<file path="config.mk">
export PLATFORM = sky130hd
export DESIGN_NAME = shared_exponent_float_unpacker
export DESIGN_NICKNAME = d
export VERILOG_FILES = /design/src/rtl/sefu_pkg.sv /design/src/rtl/sefu_front.sv /design/src/rtl/sefu_fifo.sv /design/src/rtl/sefu_back.sv /design/src/rtl/shared_exponent_float_unpacker.sv
export SDC_FILE = /design/constraint.sdc
export NUM_CORES = 1
export LEC_CHECK = 0
export BUFFER_PORTS_ARGS = -buffer_cell sky130_fd_sc_hd__clkbuf_2
export CORE_MARGIN = 4
export CORE_UTILIZATION = 50
export DETAILED_ROUTE_END_ITERATION = 10
export PLACE_DENSITY_LB_ADDON = 0.3
export SLEW_MARGIN = 20
export SYNTH_ARGS = -nofsm -noshare
export SYNTH_HDL_FRONTEND = slang
export SYNTH_SLANG_ARGS = --single-unit
</file>
<file path="constraint.sdc">
create_clock -name clk -period 7.9 [get_ports clk]
set_clock_uncertainty 0.05 [all_clocks]
set_input_delay 1.975 -clock clk [delete_from_list [all_inputs] [get_ports clk]]
set_output_delay 1.975 -clock clk [all_outputs]
set_load 0.05 [all_outputs]
</file>
<file path="src/rtl/sefu_pkg.sv">
// Shared types, constants and register codes for the shared exponent float unpacker.
package sefu_pkg;

  localparam logic [11:0] MAGIC_CODE = 12'hEFF;
  localparam logic [23:0] MAG_LIMIT  = 24'hFFFFFF;

  localparam int FIFO_DEPTH = 4;
  localparam int FIFO_AW    = $clog2(FIFO_DEPTH);

  typedef enum logic [1:0] {
    CFG_HEADER  = 2'd0,
    CFG_MINIMUM = 2'd1,
    CFG_COUNT   = 2'd2,
    CFG_NONE    = 2'd3
  } cfg_idx_e;

  // live configuration; the user keeps it static while items are in flight, the block does not enforce it
  typedef struct packed {
    logic [31:0]        header_word;
    logic signed [24:0] minimum_mantissa;
  } cfg_t;

  // one queued stream word with its classification
  typedef struct packed {
    logic [31:0] word;
    logic        two;    // both tokens produce values
    logic        last0;  // first token ends the block
    logic        last1;  // second token ends the block
  } entry_t;

  function automatic logic [4:0] msb_index(input logic [23:0] v);
    logic [4:0] p;
    p = 5'd0;
    for (int i = 0; i < 24; i++) begin
      if (v[i]) p = 5'(i);
    end
    return p;
  endfunction

endpackage

</file>
<file path="src/rtl/sefu_front.sv">
// Front end: configuration registers, block counter and item classification.
module sefu_front (
  input  logic                 clk,
  input  logic                 rst,
  input  logic                 in_valid,
  output logic                 in_ready,
  input  logic [31:0]          stream_word,
  input  logic                 cfg_valid,
  output logic                 cfg_ready,
  input  logic [1:0]           cfg_index,
  input  logic [31:0]          cfg_data,
  input  logic                 q_full,
  output logic                 q_push,
  output sefu_pkg::entry_t     q_entry,
  output sefu_pkg::cfg_t       cfg
);

  logic [30:0] point_count;
  logic [30:0] values_done;
  logic [30:0] values_done_next;
  logic [30:0] remaining;
  logic        has_any;
  logic        has_two;
  logic        accept;
  logic        cfg_we;

  assign cfg_ready = 1'b1;
  assign in_ready  = !q_full;
  assign accept    = in_valid && in_ready;
  assign cfg_we    = cfg_valid && cfg_ready;

  // values_done never passes point_count, so this never wraps
  assign remaining = point_count - values_done;
  assign has_any   = remaining != 31'd0;
  assign has_two   = remaining[30:1] != 30'd0;

  assign q_push        = accept && has_any;
  assign q_entry.word  = stream_word;
  assign q_entry.two   = has_two;
  assign q_entry.last0 = remaining == 31'd1;
  assign q_entry.last1 = remaining == 31'd2;

  always_comb begin
    values_done_next = values_done;
    if (cfg_we && sefu_pkg::cfg_idx_e'(cfg_index) != sefu_pkg::CFG_NONE) begin
      values_done_next = 31'd0;
    end else if (q_push) begin
      values_done_next = values_done + (has_two ? 31'd2 : 31'd1);
    end
  end

  always_ff @(posedge clk) begin
    if (rst) begin
      values_done          <= 31'd0;
      point_count          <= 31'd0;
      cfg.header_word      <= 32'd0;
      cfg.minimum_mantissa <= 25'sd0;
    end else begin
      values_done <= values_done_next;
      if (cfg_we) begin
        unique case (sefu_pkg::cfg_idx_e'(cfg_index))
          sefu_pkg::CFG_HEADER:  cfg.header_word      <= cfg_data;
          sefu_pkg::CFG_MINIMUM: cfg.minimum_mantissa <= $signed(cfg_data[24:0]);
          sefu_pkg::CFG_COUNT:   point_count          <= cfg_data[30:0];
          sefu_pkg::CFG_NONE:    ;
        endcase
      end
    end
  end

  no_push_past_count: assert property (@(posedge clk) disable iff (rst)
    values_done <= point_count) else $error("values_done passed point_count");

  push_needs_room: assert property (@(posedge clk) disable iff (rst)
    q_push |-> !q_full) else $error("push into full queue");

  count_advance: assert property (@(posedge clk) disable iff (rst)
    (q_push && !cfg_we) |=> values_done == $past(values_done) + ($past(has_two) ? 31'd2 : 31'd1))
    else $error("block counter advanced wrong");

endmodule

</file>
<file path="src/rtl/sefu_fifo.sv">
// Short queue of classified stream words between the front and back ends.
module sefu_fifo (
  input  logic             clk,
  input  logic             rst,
  input  logic             push,
  input  sefu_pkg::entry_t push_entry,
  input  logic             pop,
  output sefu_pkg::entry_t head,
  output logic             head_valid,
  output logic             full
);

  localparam logic [sefu_pkg::FIFO_AW:0] DEPTH_CNT = (sefu_pkg::FIFO_AW + 1)'(sefu_pkg::FIFO_DEPTH);

  sefu_pkg::entry_t             mem [sefu_pkg::FIFO_DEPTH];
  logic [sefu_pkg::FIFO_AW-1:0] wr_ptr;
  logic [sefu_pkg::FIFO_AW-1:0] rd_ptr;
  logic [sefu_pkg::FIFO_AW:0]   count;
  logic                         do_push;
  logic                         do_pop;

  assign head       = mem[rd_ptr];
  assign head_valid = count != '0;
  assign full       = count == DEPTH_CNT;
  assign do_push    = push && !full;
  assign do_pop     = pop && head_valid;

  always_ff @(posedge clk) begin
    if (do_push) mem[wr_ptr] <= push_entry;
  end

  always_ff @(posedge clk) begin
    if (rst) begin
      wr_ptr <= '0;
      rd_ptr <= '0;
      count  <= '0;
    end else begin
      if (do_push) wr_ptr <= wr_ptr + 1'b1;
      if (do_pop)  rd_ptr <= rd_ptr + 1'b1;
      unique case ({do_push, do_pop})
        2'b10:   count <= count + 1'b1;
        2'b01:   count <= count - 1'b1;
        default: count <= count;
      endcase
    end
  end

endmodule

</file>
<file path="src/rtl/sefu_back.sv">
// Back end: per-token mantissa rebuild and IEEE single assembly, four stage pipeline.
module sefu_back (
  input  logic             clk,
  input  logic             rst,
  input  sefu_pkg::cfg_t   cfg,
  input  sefu_pkg::entry_t head,
  input  logic             head_valid,
  output logic             pop,
  output logic             out_valid,
  input  logic             out_ready,
  output logic [31:0]      value_bits,
  output logic             last_value,
  output logic             header_bad,
  output logic [4:0]       token_bits
);

  logic        en;
  logic        half;
  logic        issue;
  logic [15:0] token;
  logic        tok_last;
  logic        hdr_bad;
  logic        kill;
  logic [7:0]  expo;
  logic [7:0]  shift;

  // stage 1: scaled sum
  logic [40:0]        wide;
  logic               big_c;
  logic signed [27:0] sum_c;
  logic               s1_valid;
  logic               s1_last;
  logic               s1_big;
  logic signed [27:0] s1_sum;

  // stage 2: sign and saturated magnitude
  logic               neg;
  logic [27:0]        absv;
  logic               s2_valid;
  logic               s2_last;
  logic               s2_sign;
  logic [23:0]        s2_mag;

  // stage 3: leading one position
  logic               s3_valid;
  logic               s3_last;
  logic               s3_sign;
  logic [23:0]        s3_mag;
  logic [4:0]         s3_p;

  // output assembly
  logic [8:0]         e9;
  logic [23:0]        norm;
  logic [31:0]        sub;
  logic [4:0]         sub_sh;
  logic [31:0]        value_c;

  assign hdr_bad = cfg.header_word[31:20] != sefu_pkg::MAGIC_CODE;
  assign expo    = cfg.header_word[15:8];
  assign shift   = cfg.header_word[7:0];
  assign kill    = hdr_bad || (expo == 8'd0);

  assign en       = !out_valid || out_ready;
  assign issue    = head_valid && en;
  assign pop      = issue && (half || !head.two);
  assign token    = half ? head.word[15:0] : head.word[31:16];
  assign tok_last = half ? head.last1 : head.last0;

  // a nonzero token shifted 26 or more always saturates, so 41 bits cover the rest
  assign wide  = {25'd0, token} << shift[4:0];
  assign big_c = (token != 16'd0) && ((shift >= 8'd26) || (wide[40:26] != 15'd0));
  assign sum_c = $signed({2'b00, wide[25:0]}) + 28'(cfg.minimum_mantissa);

  assign neg  = s1_sum[27];
  assign absv = neg ? 28'(-s1_sum) : 28'(s1_sum);

  assign e9     = {1'b0, expo} + {4'd0, s3_p};
  assign norm   = s3_mag << (5'd23 - s3_p);
  assign sub_sh = 5'(expo - 8'd1);
  assign sub    = {8'd0, s3_mag} << sub_sh;

  always_comb begin
    if (kill || s3_mag == 24'd0) begin
      value_c = 32'd0;
    end else if (e9 >= 9'd24) begin
      value_c = {s3_sign, 8'(e9 - 9'd23), norm[22:0]};
    end else begin
      value_c = {s3_sign, sub[30:0]};
    end
  end

  always_ff @(posedge clk) begin
    if (en) begin
      s1_last <= tok_last;
      s1_big  <= big_c;
      s1_sum  <= sum_c;
      s2_last <= s1_last;
      s2_sign <= !s1_big && neg;
      s2_mag  <= (s1_big || absv[27:24] != 4'd0) ? sefu_pkg::MAG_LIMIT : absv[23:0];
      s3_last <= s2_last;
      s3_sign <= s2_sign;
      s3_mag  <= s2_mag;
      s3_p    <= sefu_pkg::msb_index(s2_mag);
      value_bits <= value_c;
      last_value <= s3_last;
      header_bad <= hdr_bad;
      token_bits <= {1'b0, cfg.header_word[19:16]} + 5'd1;
    end
  end

  always_ff @(posedge clk) begin
    if (rst) begin
      half      <= 1'b0;
      s1_valid  <= 1'b0;
      s2_valid  <= 1'b0;
      s3_valid  <= 1'b0;
      out_valid <= 1'b0;
    end else if (en) begin
      if (issue) half <= !pop;
      s1_valid  <= issue;
      s2_valid  <= s1_valid;
      s3_valid  <= s2_valid;
      out_valid <= s3_valid;
    end
  end

  half_needs_head: assert property (@(posedge clk) disable iff (rst)
    half |-> head_valid && head.two) else $error("second token without a queued word");

  bad_gives_zero: assert property (@(posedge clk) disable iff (rst)
    (out_valid && header_bad) |-> value_bits == 32'd0) else $error("bad header with nonzero value");

  pair_pops_on_second: assert property (@(posedge clk) disable iff (rst)
    (pop && head.two) |-> half) else $error("paired word popped after one token");

endmodule

</file>
<file path="src/rtl/shared_exponent_float_unpacker.sv">
// Top level of the shared exponent float unpacker.
// Usage:
//   Write header_word (index 0), minimum_mantissa (1) and point_count (2) on the
//   cfg channel while the block is idle; any of these writes restarts the block count.
//   cfg_ready is always high.
//   Each item on the input channel is one 32-bit stream word with two tokens,
//   upper token first. Each token gives one result item on the output channel:
//   the IEEE single pattern, a last-of-block flag, the bad-header flag and the
//   decoded token width. The final word of an odd block gives one result;
//   words arriving after the block is complete are taken and dropped.
// Timing:
//   A word enters a 4-deep queue the cycle it is accepted; the back end then
//   issues one token per cycle through a four stage pipeline while the receiver
//   does not stall. A new word can follow before the last has left the pipeline,
//   and each word's tokens share the single output port, one value per cycle.
// Reset clears the configuration, the block count, the queue and the pipeline.
// When the receiver stalls, the pipeline holds; the queue keeps accepting
// words until it is full, then in_ready drops.
module shared_exponent_float_unpacker (
  input  logic        clk,
  input  logic        rst,
  input  logic        in_valid,
  output logic        in_ready,
  input  logic [31:0] stream_word,
  output logic        out_valid,
  input  logic        out_ready,
  output logic [31:0] value_bits,
  output logic        last_value,
  output logic        header_bad,
  output logic [4:0]  token_bits,
  input  logic        cfg_valid,
  output logic        cfg_ready,
  input  logic [1:0]  cfg_index,
  input  logic [31:0] cfg_data
);

  sefu_pkg::cfg_t   cfg;
  sefu_pkg::entry_t q_entry;
  sefu_pkg::entry_t head;
  logic             q_push;
  logic             q_full;
  logic             head_valid;
  logic             pop;

  sefu_front u_front (
    .clk         (clk),
    .rst         (rst),
    .in_valid    (in_valid),
    .in_ready    (in_ready),
    .stream_word (stream_word),
    .cfg_valid   (cfg_valid),
    .cfg_ready   (cfg_ready),
    .cfg_index   (cfg_index),
    .cfg_data    (cfg_data),
    .q_full      (q_full),
    .q_push      (q_push),
    .q_entry     (q_entry),
    .cfg         (cfg)
  );

  sefu_fifo u_fifo (
    .clk        (clk),
    .rst        (rst),
    .push       (q_push),
    .push_entry (q_entry),
    .pop        (pop),
    .head       (head),
    .head_valid (head_valid),
    .full       (q_full)
  );

  sefu_back u_back (
    .clk        (clk),
    .rst        (rst),
    .cfg        (cfg),
    .head       (head),
    .head_valid (head_valid),
    .pop        (pop),
    .out_valid  (out_valid),
    .out_ready  (out_ready),
    .value_bits (value_bits),
    .last_value (last_value),
    .header_bad (header_bad),
    .token_bits (token_bits)
  );

endmodule
</file>
==> out/metrics.yaml, run 1 <==
power.ir.vdd_worst_mv: 0.246
share_seq_of_total_power: 0.403
hold-worst-slack_ns: 0.371
post_synthesis_share_of_cell_area_spent_on_and_or_nand_and_nor_gates: 0.173
power.share.combinational: 0.335
io_buffers: 111
grt_setup_unrepaired: "false"
clock.fmax_ghz: 0.159
grt_first_pass_wirelength_um: 101000
critical-path-top-delay-family: "compound AO/OA/AOI/OAI gates"
die_area_um2: 49800
groute.usage.overall: 0.251
synth_seq_area_share: 0.460
number_of_detailed_route_iterations_in_the_first_pass: 5
synth_mux_area_frac: 0.0898
pin_count: 113
diodes: 0
critical_path_required_ns: 8.14
remaining_global_route_overflow: 0
ant_nets: 0
fin_crit_share: 0.795
areaGrowthSynthToFinish_pct: 10.2
clkSlewWorstSetupHoldPaths_ns: 0.06
final_cell_area_um2: 25500
detailed_place.area_um2: 24200
report.final.setup_viol: 0
grt_start_max_net_pins: 104
h-tree-depth: 2
synth-adder-area-share: 0.0438
post-place-cells: 2999
die_w_um: 223
starting_drt_drc_count: 1712
start_kind: "flip-flop"
pwr_density_cell_nw_per_um2: 282
ff_latch_area_um2: 10700
core_region_area_um2: 45600
clock_sinks: 399
cts_inserted_buffers: 43
final-instance-count-excl-fill: 3077
clk-insertion-delay-late_ns: 0.56
wl_met1_um: 27200
final_critical_path_setup_slack_ns: 1.62
synth_top_family_by_area: "simple AND/OR/NAND/NOR gates"
multiInputGateArea_um2: 11700
synthXorXnorAreaFrac: 0.0284
layout_commonest_cell: "nand2_1"
synthArstFlopShare: 0
ctsResizeCount: 0
ys.warnings.count: 0
worst_path_max_delay_cell: "dfxtp_1"
clock_power_share: 0.262
pre_cts_ws_ns: 1.65
critPathBufInv: 2
synth_seq_cells: 399
worst_path_largest_cell_delay_ns: 0.99
report.power.total_mw: 7.20
num_vias: 18800
highest_layer: "met5"
p_leak_nw: 9.53
synth_ff_type: "edfxtp_1"
netlist_instances: 2394
count_of_cell_types_in_the_netlist: 90
synth_edf_count: 266
maximum_buffer_depth_of_the_clock_tree: 3
yosysTopAreaCell: "edfxtp_1"
die_h_um: 223
fin_crit_ns: 6.28
post_synth_instance_area_um2: 23200
fillers: 3968
synth-compound-area-share: 0.168
clock-root-buffer: "clkbuf_16"
post-route-util: 0.560
syn_nets: 2543
gp_congestion: 0.956
end_kind: "flip-flop"
synth_top_area_frac: 0.345
core.rowCount: 78
power.internal_mw: 4.62
design.final.nets: 2594
post_dr_wirelength_cell_um: 21.0
path_class: "flip-flop to flip-flop"
status: "completed"
finalSetupTns_ns: 0
detailedPlacementHpwl_um: 47900
switching_power_mw: 2.59
layout.cells.most_common_list: "421 x nand2_1, 266 x edfxtp_1, 224 x a21oi_1"
crit_arrival_ns: 6.53
hp-class: "flip-flop to flip-flop"
route.detailed.drc: 0
timing.final.hold_violations: 0
cts_tree: "done"
vias_per_cell: 6.12
critPathMaxFanout: 20
cts_hold_repair.buffers: 0
power_switching_share: 0.359
met3WireLength_um: 4490
timing.slew.headroom: 0.265
initial_core_utilization: 0.508
maxCapViolations: 0
tightest_slew_ns: 1.10
grt_pass1_vias: 18000
drt-total-wl_um: 64500
syn-mean-instance-area_um2: 9.68
timing_max_transition_violations_final: 0
timing.critical_path.cells: "buf_4 -> mux4_2 -> mux2_2 -> o21ai_0 -> mux2i_1 -> mux2i_1 -> mux2i_1 -> and2_1 -> ha_1 -> a21o_1 -> a21oi_1 -> inv_1 -> a311oi_1 -> a21oi_1 -> a221oi_1 -> o21ai_0 -> a211oi_1 -> o21bai_1 -> a21oi_1 -> xnor2_1"
postCtsSetupBuffers: 0
ys_top_cells_by_area: "edfxtp_1 34%, dfxtp_1 11%, nand2_1 6.8%"
antenna_found_initial: 6
ratio_of_cells_with_drive_above_1_in_the_final_layout: 0.124
met2_wirelength_um: 30700
==> Yosys cell counts (all sizes together), types with 28 or more instances <==
library cell,n
buf,32
nor2,158
inv,84
o211ai,36
o22ai,32
mux4,50
o21ai,98
nor3,31
nand2,421
nor4,30
ha,73
clkbuf,104
a211oi,28
mux2i,74
xnor2,37
nand4,29
a21oi,226
dfxtp,133
nand3,48
edfxtp,266
xor2,38
==> flip-flops by register name, summed over array words and instances, names as in the netlist, 2 cells and up, named ones only <==
register and flops:
u_fifo.wr_ptr 2, u_back.s3_p 5, u_fifo.mem 140, u_fifo.rd_ptr 2
u_back.token_bits 5, u_fifo.count 3, u_front.point_count 31, u_back.value_bits 32
u_back.s3_mag 24, u_front.cfg 57, u_back.s1_sum 28, u_back.s2_mag 24
u_front.values_done 31
==> routing by layer <==
layer  vias to the layer above  global-route usage
met2                       699               0.415
met1                      9011               0.341
li1                       8983                   -
met4                        10              0.0799
met3                       128              0.0417
met5                         -                   0
==> layout make-up <==
type,instances,area share
multi-input combinational,1774,0.458
clock inverter,21,0.00657
timing repair buffer,142,0.0318
sequential,399,0.417
tap,600,0.0294
inverter,85,0.0126
clock buffer,56,0.0449
==> final timing paths <==
path | start | endpoint | slack (ns) | cells after the start
worst min register to register | u_back.s2_mag[0] | u_back.s3_mag[0] | 0.37 | 0
worst min-delay path | u_back.s2_mag[0] | u_back.s3_mag[0] | 0.37 | 0
worst max-delay path | flip-flop | u_back.s1_sum[26] | 1.62 | 20
worst max register to register | flip-flop | u_back.s1_sum[26] | 1.62 | 20
==> kinds of logic (layout without fill, tap and decap cells) <==
family | Yosys count | after routing
AND/OR/NAND/NOR | 868 | 868
AO/OA/AOI/OAI | 609 | 609
flip-flops | 399 | 399
buffers and inverters | 221 | 304
multiplexers | 143 | 143
adder cells (fa/ha/maj) | 78 | 78
XOR/XNOR | 75 | 75
other | 1 | 1
==> power groups by stage <==
stage | registers (mW) | logic, mW | clock network [mW]
2_1_floorplan | 2.83 | 1.74 | 0
3_3_place_gp | 2.92 | 2.35 | 0
3_5_place_dp | 2.94 | 2.36 | 0
4_1_cts | 2.90 | 2.37 | 1.92
5_1_grt | 2.94 | 2.64 | 2.02
6_report | 2.90 | 2.41 | 1.89
Note: power is estimated with default switching activity, not from simulation.
==> run 2, diff against run 1 <==
- clock period: 7.9 -> 5.8 ns (I/O delays scaled with it)
==> out/metrics.yaml, run 2 (same netlist as run 1, synthesis figures left out) <==
num_vias: 19000
critical_path.reg2reg.endpoint: "u_fifo.count[2]"
met3WireLength_um: 4520
crit_arrival_ns: 5.92
p_leak_nw: 9.72
r2r_setup_slack_ns: 0.32
critical_path.reg2reg.startpoint: "u_front.values_done[20]"
layout.cells.most_common_list: "421 x nand2_1, 266 x edfxtp_1, 222 x a21oi_1"
maxCapViolations: 0
groute.usage.overall: 0.254
pin_count: 113
gp_congestion: 0.983
fillers: 3953
regMostFlops: "u_fifo.mem"
reg_top3: "u_fifo.mem x140, u_front.cfg x57, u_back.value_bits x32"
clock-root-buffer: "clkbuf_16"
cts_tree: "done"
clock_power_share: 0.274
start_kind: "flip-flop"
switching_power_mw: 3.60
ant_nets: 0
clock_sinks: 399
die_h_um: 223
finalSetupTns_ns: 0
hold_path_depth: 0
grt_setup_unrepaired: "false"
post-place-cells: 3027
die_area_um2: 49800
core_region_area_um2: 45600
end_kind: "flip-flop"
clk-insertion-delay-late_ns: 0.58
share_seq_of_total_power: 0.390
power.share.combinational: 0.336
io_buffers: 111
grt_start_max_net_pins: 104
wl_met1_um: 27600
initial_core_utilization: 0.508
met2_wirelength_um: 31100
critPathMaxFanout: 6
path_class: "flip-flop to flip-flop"
ratio_of_cells_with_drive_above_1_in_the_final_layout: 0.136
design.final.nets: 2621
core.rowCount: 78
antenna_found_initial: 9
ctsResizeCount: 0
power.ir.vdd_worst_mv: 0.331
areaGrowthSynthToFinish_pct: 11.7
remaining_global_route_overflow: 0
starting_drt_drc_count: 1796
hp-class: "flip-flop to flip-flop"
cts_inserted_buffers: 43
fin_crit_ns: 5.48
tightest_slew_ns: 1.10
die_w_um: 223
worstRegToRegCells: 20
highest_layer: "met5"
clock.fmax_ghz: 0.182
pwr_density_cell_nw_per_um2: 388
final-instance-count-excl-fill: 3108
status: "completed"
vias_per_cell: 6.10
power_switching_share: 0.359
grt_pass1_vias: 17900
grt_first_pass_wirelength_um: 101000
largest_register_ffs: 140
detailedPlacementHpwl_um: 48400
maximum_buffer_depth_of_the_clock_tree: 3
hold_critical_path_endpoint: "u_back.s3_mag[0]"
cts_hold_repair.buffers: 0
report.final.setup_viol: 0
post_dr_wirelength_cell_um: 21.1
route.detailed.drc: 0
power.internal_mw: 6.43
h-tree-depth: 2
timing.final.hold_violations: 0
drt-total-wl_um: 65500
timing_max_transition_violations_final: 0
timing.slew.headroom: 0.267
clkSlewWorstSetupHoldPaths_ns: 0.06
critical_path_required_ns: 6.24
number_of_detailed_route_iterations_in_the_first_pass: 6
fin_crit_share: 0.945
layout_commonest_cell: "nand2_1"
postCtsSetupBuffers: 0
hp-start: "u_back.s2_mag[0]"
[run 2: layer usage]
layer / global-route usage / vias to the layer above
met3: 0.0405 / 139
met2: 0.418 / 703
met5: 0 / -
met4: 0.0871 / 14
li1: - / 9049
met1: 0.345 / 9066
[run 2: final cells by class]
cell class,count,area [um^2],share of cell area
clock inverters,22,267,0.0103
well taps,600,751,0.0290
flip-flops and latches,399,10700,0.412
diodes,2,5.00,0.000193
clock buffers,57,1170,0.0452
inverters,85,323,0.0125
multi-input cells,1774,11700,0.452
repair buffers,169,1020,0.0394
[run 2: worst max path at each step]
stage	from	end	depth (start not counted)
after floorplan	flip-flop	u_back.s1_sum[26]	23
after global placement	u_front.values_done[14]	u_front.values_done[26]	19
after detailed placement	u_front.values_done[14]	u_front.values_done[26]	19
after CTS	u_front.values_done[14]	u_front.values_done[26]	19
after global routing	flip-flop	u_back.s1_sum[27]	18
final	u_front.values_done[20]	u_fifo.count[2]	20
[run 2: power by group through the flow]
stage                     combinational [mW]  sequential, mW  clock, mW
after global routing                    3.67            3.95       2.93
after detailed placement                3.30            3.96          0
after CTS                               3.33            3.90       2.80
after global placement                  3.29            3.94          0
after floorplan                         2.38            3.85          0
final                                   3.37            3.91       2.75
[run 2: through the flow]
stage          total power [mW]  hold WS [ns]  utilization  instance area, um^2  setup slack (ns)
6_report                   10.0         0.369        0.568                25900             0.318
5_1_grt                    10.6         0.376        0.568                25900           0.00508
4_1_cts                    10.0         0.372        0.567                25900             0.292
3_5_place_dp               7.26         0.359        0.536                24400             0.320
3_3_place_gp               7.23         0.357        0.536                24400             0.306
2_1_floorplan              6.23         0.350            -                23200             0.522
[run 2: worst max-delay path, cell delays in order, from the launching register on]
cell	delay (ns)
dfxtp_1	0.38
inv_1	0.11
ha_1	0.40
a21oi_1	0.45
o22ai_1	0.17
a2111oi_0	0.75
o2111ai_1	0.25
nor4_1	0.35
nand4_1	0.19
nor4_1	0.31
buf_4	0.17
nand4b_1	0.16
nor4_4	0.27
nor2_1	0.09
inv_1	0.07
ha_1	0.17
inv_1	0.06
fa_1	0.37
xor2_1	0.16
or3_1	0.31
a21oi_1	0.14
==> run 3, diff against run 2 <==
- PLACE_DENSITY: not set -> 0.79
- PLACE_DENSITY_LB_ADDON: 0.3 -> not set
- SKIP_CTS_REPAIR_TIMING: not set -> 1
==> out/metrics.yaml, run 3 (same netlist as run 1, synthesis figures left out) <==
clkSlewWorstSetupHoldPaths_ns: 0.07
critPathMaxFanout: 9
final_critical_path_setup_slack_ns: 0.262
remaining_global_route_overflow: 0
fin_crit_share: 0.955
clock.fmax_ghz: 0.181
drt-total-wl_um: 65000
die_h_um: 223
die_w_um: 223
core_region_area_um2: 45600
hold-worst-slack_ns: 0.368
tightest_slew_ns: 1.09
ratio_of_cells_with_drive_above_1_in_the_final_layout: 0.131
pwr_density_cell_nw_per_um2: 385
gp_congestion: 0.988
hp-class: "flip-flop to flip-flop"
grt_start_max_net_pins: 104
num_vias: 19000
timing.final.hold_violations: 0
antenna_found_initial: 5
layout.cells.most_common_list: "421 x nand2_1, 266 x edfxtp_1, 221 x a21oi_1"
fin_crit_ns: 5.54
report.final.setup_viol: 0
critical_path_required_ns: 6.24
crit_arrival_ns: 5.98
clock-root-buffer: "clkbuf_16"
end_kind: "flip-flop"
grt_first_pass_wirelength_um: 101000
detailedPlacementHpwl_um: 47300
route.detailed.drc: 0
timing.slew.headroom: 0.272
maxCapViolations: 0
grt_setup_unrepaired: "false"
areaGrowthSynthToFinish_pct: 10.9
cts_tree: "done"
timing_max_transition_violations_final: 0
pre_cts_ws_ns: 0.0824
design.final.nets: 2607
status: "completed"
h-tree-depth: 2
path_class: "flip-flop to flip-flop"
starting_drt_drc_count: 1775
vias_per_cell: 6.16
cts_inserted_buffers: 41
regMostFlops: "u_fifo.mem"
p_leak_nw: 9.62
pin_count: 113
groute.usage.overall: 0.251
core.rowCount: 78
start_kind: "flip-flop"
post_dr_wirelength_cell_um: 21.0
clock_sinks: 399
power.ir.vdd_worst_mv: 0.309
reg_top3: "u_fifo.mem x140, u_front.cfg x57, u_back.value_bits x32"
die_area_um2: 49800
largest_register_ffs: 140
ant_nets: 0
initial_core_utilization: 0.508
layout_commonest_cell: "nand2_1"
io_buffers: 111
number_of_detailed_route_iterations_in_the_first_pass: 6
diodes: 0
finalSetupTns_ns: 0
clk-insertion-delay-late_ns: 0.57
maximum_buffer_depth_of_the_clock_tree: 3
grt_pass1_vias: 18000
[run 3: changes by cell type in the layout (fill, tap and decap cells not counted), moves of 3 or more]
cell,before,now
clkbuf_16,44,41
buf_4,57,44
a2111oi_1,0,3
clkinv_1,5,9
[run 3: power breakdown]
group          switching (mW)  total [mW]  internal, mW
sequential              0.367        3.88          3.51
combinational            2.06        3.38          1.32
clock                    1.14        2.63          1.49
[run 3: stage by stage]
stage / power, mW / instance area, um^2 / util / instances
2_1_floorplan: 6.23 / 23200 / - / 2394
3_3_place_gp: 7.14 / 24300 / 0.533 / 3015
3_5_place_dp: 7.22 / 24300 / 0.533 / 3015
4_1_cts: 9.86 / 25600 / 0.562 / 3091
5_1_grt: 10.4 / 25700 / 0.564 / 3091
6_report: 9.89 / 25700 / 0.564 / 3091
[run 3: worst max-delay path: stages (launching register included)]
cell,delay [ns]
dfxtp_1,0.39
inv_1,0.08
ha_1,0.45
a21oi_1,0.37
o21ai_0,0.34
a221oi_1,0.52
nand3b_1,0.13
nor4_1,0.37
nand4_1,0.16
nor4_1,0.54
nand4b_1,0.29
nor4_4,0.34
nor2_1,0.10
inv_1,0.07
ha_1,0.19
inv_1,0.07
fa_1,0.38
xor2_1,0.16
or3_1,0.31
a21oi_1,0.14
[run 3: per-layer routing]
metal	vias up	track usage	wire length, um
met5	-	0	86
met4	10	0.0652	1700
met3	115	0.0442	4090
met2	735	0.427	31600
met1	9141	0.335	27600
li1	9041	-	-
[run 3: cell type report]
type | instances | area [um^2]
fill | 3854 | 19900
multi-input combinational | 1774 | 11700
sequential | 399 | 10700
clock buffer | 54 | 1100
timing repair buffer | 157 | 923
tap | 600 | 751
inverter | 85 | 323
clock inverter | 22 | 213
[run 3: path summary, 6_finish.rpt]
kind	slack (ns)	cells after the start	to	from
worst min register to register	0.37	0	u_back.s3_sign	u_back.s2_sign
worst max-delay path	0.26	19	u_fifo.count[2]	u_front.values_done[21]
worst max register to register	0.26	19	u_fifo.count[2]	u_front.values_done[21]
worst min-delay path	0.37	0	u_back.s3_sign	u_back.s2_sign
